===== src/rtl/core/lfmc_pkg.sv =====
// Package for the LFM chirp frame generator: sizes, register indexes, shared types, sine table.
package lfmc_pkg;

    localparam int PHASE_W    = 32;
    localparam int ADDR_BITS  = 12;
    localparam int SAMPLE_W   = 16;
    localparam int POS_W      = 18;
    localparam int PULSE_W    = 16;
    localparam int EDGE_W     = 15;
    localparam int CFG_DATA_W = 32;
    localparam int CFG_ADDR_W = 3;

    // Quarter-wave table geometry and amplitude.
    localparam int QBITS = ADDR_BITS - 2;
    localparam int QSIZE = 1 << QBITS;
    localparam int AMP_W = SAMPLE_W - 1;
    localparam logic [63:0] AMP = 64'((64'd1 << AMP_W) - 64'd1);

    // Q60 constants used while building the table.
    localparam logic [63:0] HALF_PI_Q60 = 64'h1921FB54442D1847;
    localparam logic [63:0] HALF_Q60    = 64'd1 << 59;

    // Configuration register indexes.
    typedef enum logic [CFG_ADDR_W-1:0] {
        REG_LIN_WORD      = 3'd0,
        REG_QUAD_WORD     = 3'd1,
        REG_PHASE_OFFSET  = 3'd2,
        REG_PULSE_SAMPLES = 3'd3,
        REG_PRI_SAMPLES   = 3'd4,
        REG_EDGE_PAD      = 3'd5
    } cfg_reg_t;

    // One sample as decided by the frame controller.
    typedef struct packed {
        logic [ADDR_BITS-1:0] addr;
        logic                 in_pulse;
        logic                 frame_last;
    } sample_ctl_t;

    typedef logic [AMP_W-1:0] sin_tab_t [0:QSIZE];

    // (a*b + add) >> 60, truncated to 64 bits.
    function automatic logic [63:0] mul60(input logic [63:0] a, input logic [63:0] b,
                                          input logic [63:0] add);
        logic [127:0] p;
        p = {64'd0, a} * {64'd0, b} + {64'd0, add};
        return p[123:60];
    endfunction

    // Unsigned quotient n / d, one bit per step by restoring shift and subtract.
    function automatic logic [63:0] udiv64(input logic [63:0] n, input logic [63:0] d);
        logic [63:0] q;
        logic [64:0] rem;
        q   = '0;
        rem = '0;
        for (int i = 63; i >= 0; i--)
        begin
            rem = {rem[63:0], n[i]};
            if (rem >= {1'b0, d})
            begin
                rem  = rem - {1'b0, d};
                q[i] = 1'b1;
            end
        end
        return q;
    endfunction

    // Entry r holds round(AMP * sin(pi/2 * r / QSIZE)), from a Q60 Taylor series.
    function automatic sin_tab_t build_sin_tab();
        sin_tab_t    tab;
        logic [63:0] frac;
        logic [63:0] x;
        logic [63:0] x2;
        logic [63:0] term;
        logic [63:0] sum;
        logic [63:0] v;
        for (int r = 0; r <= QSIZE; r++)
        begin
            frac = 64'(r) << (62 - ADDR_BITS);
            x    = mul60(HALF_PI_Q60, frac, HALF_Q60);
            x2   = mul60(x, x, HALF_Q60);
            term = x;
            sum  = x;
            for (int k = 1; k < 40; k++)
            begin
                if (term != 64'd0)
                begin
                    term = udiv64(mul60(term, x2, HALF_Q60),
                                  64'(2 * k) * 64'(2 * k + 1));
                    if (k[0])
                        sum = sum - term;
                    else
                        sum = sum + term;
                end
            end
            v = mul60(AMP, sum, HALF_Q60);
            if (v > AMP)
                v = AMP;
            tab[r] = v[AMP_W-1:0];
        end
        return tab;
    endfunction

endpackage


===== src/rtl/core/lfmc_frame_ctrl.sv =====
// Frame sequencer: configuration registers, frame position and chirp phase accumulators.
module lfmc_frame_ctrl (
    input  logic                             clk,
    input  logic                             rst_n,
    input  logic                             cfg_we,
    input  logic [lfmc_pkg::CFG_ADDR_W-1:0]  cfg_addr,
    input  logic [lfmc_pkg::CFG_DATA_W-1:0]  cfg_data,
    input  logic                             step,
    input  logic                             restart,
    output lfmc_pkg::sample_ctl_t            sample
);
    import lfmc_pkg::*;

    logic [PHASE_W-1:0] lin_word_reg;
    logic [PHASE_W-1:0] quad_word_reg;
    logic [PHASE_W-1:0] phase_offset_reg;
    logic [PULSE_W-1:0] pulse_samples_reg;
    logic [PULSE_W-1:0] pri_samples_reg;
    logic [EDGE_W-1:0]  edge_pad_reg;

    logic [POS_W-1:0]   position_reg;
    logic [POS_W-1:0]   position_next;
    logic [PHASE_W-1:0] phase_acc_reg;
    logic [PHASE_W-1:0] phase_acc_next;
    logic [PHASE_W-1:0] phase_step_reg;
    logic [PHASE_W-1:0] phase_step_next;

    logic [POS_W-1:0]   pos;
    logic [PULSE_W-1:0] pri_pad;
    logic [POS_W-1:0]   frame_len;
    logic [POS_W-1:0]   last_pos;
    logic [POS_W-1:0]   chirp_idx;
    logic               in_pulse;
    logic               frame_last;
    logic [PHASE_W-1:0] cur_phase;
    logic [PHASE_W-1:0] cur_step;

    // Configuration writes.
    always_ff @(posedge clk or negedge rst_n)
    begin
        if (!rst_n)
        begin
            lin_word_reg      <= '0;
            quad_word_reg     <= '0;
            phase_offset_reg  <= '0;
            pulse_samples_reg <= PULSE_W'(1);
            pri_samples_reg   <= '0;
            edge_pad_reg      <= '0;
        end
        else if (cfg_we)
        begin
            unique case (cfg_addr)
                REG_LIN_WORD:      lin_word_reg      <= cfg_data[PHASE_W-1:0];
                REG_QUAD_WORD:     quad_word_reg     <= cfg_data[PHASE_W-1:0];
                REG_PHASE_OFFSET:  phase_offset_reg  <= cfg_data[PHASE_W-1:0];
                REG_PULSE_SAMPLES: pulse_samples_reg <= cfg_data[PULSE_W-1:0];
                REG_PRI_SAMPLES:   pri_samples_reg   <= cfg_data[PULSE_W-1:0];
                REG_EDGE_PAD:      edge_pad_reg      <= cfg_data[EDGE_W-1:0];
                default:           ;
            endcase
        end
    end

    // Frame geometry and the place of this sample in it.
    always_comb
    begin
        pos = restart ? '0 : position_reg;

        if (pri_samples_reg > pulse_samples_reg)
            pri_pad = pri_samples_reg - pulse_samples_reg;
        else
            pri_pad = '0;

        frame_len = POS_W'({edge_pad_reg, 1'b0}) + POS_W'(pulse_samples_reg)
                  + POS_W'(pri_pad);
        // An empty frame counts as one sample long.
        last_pos   = (frame_len == '0) ? '0 : frame_len - POS_W'(1);
        frame_last = (pos >= last_pos);

        chirp_idx = pos - POS_W'(edge_pad_reg);
        in_pulse  = (pos >= POS_W'(edge_pad_reg))
                 && (chirp_idx < POS_W'(pulse_samples_reg));
    end

    // Chirp phase: the first pulse sample restarts from the offset and base increment.
    always_comb
    begin
        if (chirp_idx == '0)
        begin
            cur_phase = phase_offset_reg;
            cur_step  = lin_word_reg + quad_word_reg;
        end
        else
        begin
            cur_phase = phase_acc_reg;
            cur_step  = phase_step_reg;
        end

        if (in_pulse)
        begin
            phase_acc_next  = cur_phase + cur_step;
            phase_step_next = cur_step + {quad_word_reg[PHASE_W-2:0], 1'b0};
        end
        else
        begin
            phase_acc_next  = phase_acc_reg;
            phase_step_next = phase_step_reg;
        end

        position_next = frame_last ? '0 : pos + POS_W'(1);
    end

    // State advances once per accepted transaction.
    always_ff @(posedge clk or negedge rst_n)
    begin
        if (!rst_n)
        begin
            position_reg   <= '0;
            phase_acc_reg  <= '0;
            phase_step_reg <= '0;
        end
        else if (step)
        begin
            position_reg   <= position_next;
            phase_acc_reg  <= phase_acc_next;
            phase_step_reg <= phase_step_next;
        end
    end

    assign sample.addr       = cur_phase[PHASE_W-1 -: ADDR_BITS];
    assign sample.in_pulse   = in_pulse;
    assign sample.frame_last = frame_last;

endmodule


===== config.mk =====
export PLATFORM = sky130hd
export DESIGN_NAME = lfmc_frame_ctrl
export DESIGN_NICKNAME = d
export VERILOG_FILES = /design/src/rtl/core/lfmc_pkg.sv /design/src/rtl/core/lfmc_frame_ctrl.sv
export SDC_FILE = /design/constraint.sdc
export NUM_CORES = 1
export LEC_CHECK = 0
export BUFFER_PORTS_ARGS = -buffer_cell sky130_fd_sc_hd__buf_2
export CORE_MARGIN = 2
export CORE_UTILIZATION = 28
export DETAILED_ROUTE_END_ITERATION = 8
export SYNTH_ARGS = -nofsm -noshare
export SYNTH_HDL_FRONTEND = slang
export SYNTH_SLANG_ARGS = --single-unit

===== constraint.sdc =====
create_clock -name clk -period 19.92 [get_ports clk]
set_input_delay 0.996 -clock clk [delete_from_list [all_inputs] [get_ports clk]]
set_output_delay 0.996 -clock clk [all_outputs]
set_load 0.02 [all_outputs]

==> impl_metrics.toml <==
[floorplan]
start_util_pct = 28.2
io_pins = 54
rows = 91
dieArea_sq_um = 64000
die_w_microns = 253
core_sq_um = 61500
fp.dieH_microns = 253

[timing]
worst_pin_slew_ns = 1.19
rsz0062_at_grt = "no"
finalSetupTns_ns = 0
hold_slack_ns = 0.466
setup_viol = 0
fin_crit_ns = 10.80
relSlewSlack_pct = 20.7
fin_skew_ns = 0.0156
final-hold-violation-count = 0
clock.fmax_mhz = 92.6
post-route-period-util_pct = 54.2
worst_slack_ns = 9.12
slew_viol_final = 0

[yosys]
synth_cell_types = 79
synth.area.top_cells = "dfrtp_1 (32%), ha_1 (13%), mux2_2 (9.5%), nand2_1 (5.9%), o21ai_0 (4.0%)"
mappedNetlistArea_sq_um = 17300
synthXorXnorAreaFrac_pct = 6.90
synth_compound_area_share_pct = 17.6
yosys.area_share.simple_pct = 15.0
synth_top_family_by_area = "compound AO/OA/AOI/OAI gates"
yosysWarnings = 0
synth.largest_area_cell = "dfrtp_1"
syn_area_per_cell_sq_um = 9.23
yosysMostFrequentCell = "nand2_1"
synth.area.mux_share_pct = 9.89
async_flop_share_pct = 100
synth-seq-area-share_pct = 32.5
synth_top_area_share_pct = 32.3
synth_commonest_cells = "nand2_1 (274), dfrtp_1 (224), ha_1 (174), mux2_2 (147), o21ai_0 (137)"
synth-seq-cells = 225
syn_nets = 2114
synth-main-ff-cell = "dfrtp_1"
synth_adder_area_share_pct = 15.0
synth_cells = 1879
synth_edf_count = 0

[layout]
postLayoutCoreUtil_pct = 31.6
instances_no_fill = 2726
area_growth_pct = 12.1
drive_above_1_share_pct = 14.5
layout.nets = 2149

[global_routing]
grt_overflow = 0
grt_pass1_wl_microns = 72900
track_usage_pct = 13.9
grt_pass1_vias = 13798
grt_max_degree = 91
antenna_found_initial = 3

[clock_network]
hold_buffers = 0
cts_tree = "done"
cts_max_level = 1
clkTransAtPathRegs_ns = 0.06
ctsLongestPathBuffers = 3
post_cts_buffers = 0
cts_made_buffers = 27
cts.sinks = 225
cts-root-buf = "clkbuf_16"
cts_resized = 0
clock_latency_ns = 0.56

[power]
p_leak_nw = 9.16
ir_worst_vdd_v = 0.0000889
power_density_nw_per_um2 = 121

[setup_path]
worstPathMaxFanout = 15
worstSetupStartpoint = "pulse_samples_reg[0]"
slowest_stage = "fa_1"
cpMostUsedCell = "o21ai_0"
criticalPathCategory = "reg -> out"
cp_data_arrival_time_ns = 9.81
worstSetupStartpointType = "flip-flop"
end_kind = "output pin"
crit_required_ns = 18.92
rr_startpoint = "pulse_samples_reg[0]"
critical_path.max_stage_delay_ns = 0.48

[placement]
place_ws_ns = 9.76
dp_hpwl_microns = 33300
place.gp.congestion = 0.880
port_buffers = 53
dp_cells = 2675

[hold_path]
min_path_type = "in -> async"

[routing]
drtIter0Drc = 897
firstDrtPassIters = 5
route.detailed.drc = 0
wl_per_cell_microns = 16.3
num_vias = 13850
viasPerCell = 5.08
drtAntennaViolNets = 0
finalWirelength_microns = 44400

[flow_run]
cap_violations = 0

[outcome]
status = "complete, no violations"
-- layer usage --
layer / track usage (%) / wire length (microns) / vias to the layer above
met5: 0 / 21 / -
met4: 4.24 / 1210 / 4
met3: 1.53 / 1690 / 60
met2: 24.1 / 21100 / 249
met1: 18.1 / 20400 / 6716
li1: - / - / 6821
-- power by group --
| group | switching [mW] | total, mW | internal (mW) |
|---|---|---|---|
| Sequential | 0.0586 | 0.586 | 0.527 |
| Combinational | 0.697 | 1.24 | 0.540 |
| Clock | 0.214 | 0.536 | 0.323 |
| Total | 0.969 | 2.36 | 1.39 |
-- stage by stage --
stage / area (sq um) / power [mW]
6_report: 19400 / 2.36
2_1_floorplan: 17300 / 1.54
5_1_grt: 19400 / 2.56
4_1_cts: 19400 / 2.37
3_3_place_gp: 18500 / 1.79
3_5_place_dp: 18500 / 1.82
-- critical path: cells and delay by family, from the launching register on --
kind / cells / cell delay (ns)
and+or+nand+nor: 10 / 3.18
xor gates and xnor gates: 1 / 0.16
AOI/OAI and AO/OA: 18 / 3.33
DFF: 1 / 0.39
buffers and inverters: 2 / 0.22
adders and majority gates: 6 / 1.98
-- cells by family (layout without fill, tap and decap cells) --
family | after synthesis | count (layout)
flops | 225 | 225
xor+xnor | 135 | 135
compound gates | 485 | 485
simple gates | 553 | 553
fa+ha+maj | 195 | 195
buf+inv | 133 | 189
mux | 153 | 153
other cells | 0 | 1
-- cell usage in the layout (no fill, tap or decap), types with 16 or more instances in the layout --
master / instances
a211oi_1: 16
a21o_1: 68
a21oi_1: 118
a31oi_1: 30
and3_1: 19
buf_2: 52
clkbuf_16: 27
dfrtp_1: 224
fa_1: 21
ha_1: 174
inv_1: 76
mux2_2: 147
nand2_1: 274
nand2b_1: 21
nand3_1: 31
nor2_1: 77
nor2b_1: 31
nor3_1: 29
o21a_1: 22
o21ai_0: 137
xnor2_1: 72
xor2_1: 62
-- area by class of cell --
type                    count  area [sq um]
diodes                      1          2.50
clock buffers              36           759
clock inverters            14           203
fillers                  6339         42000
inverters                  77           289
multi-input cells        1521         11200
flip-flops and latches    225          5630
well taps                 790           988
repair buffers             62           343
-- final timing paths --
kind                            slack (ns)  cells after the start                 to
worst max-delay path                  9.12                     37          sample[0]
worst min-delay path                  0.47                      1  phase_acc_reg[30]
worst max register to register        9.72                     38   position_reg[13]
worst min register to register        0.48                      2  phase_acc_reg[13]
max in group asynchronous            17.18                      3   position_reg[13]
min in group clk                      0.48                      2  phase_acc_reg[13]
(Power assumes the default switching activity.)
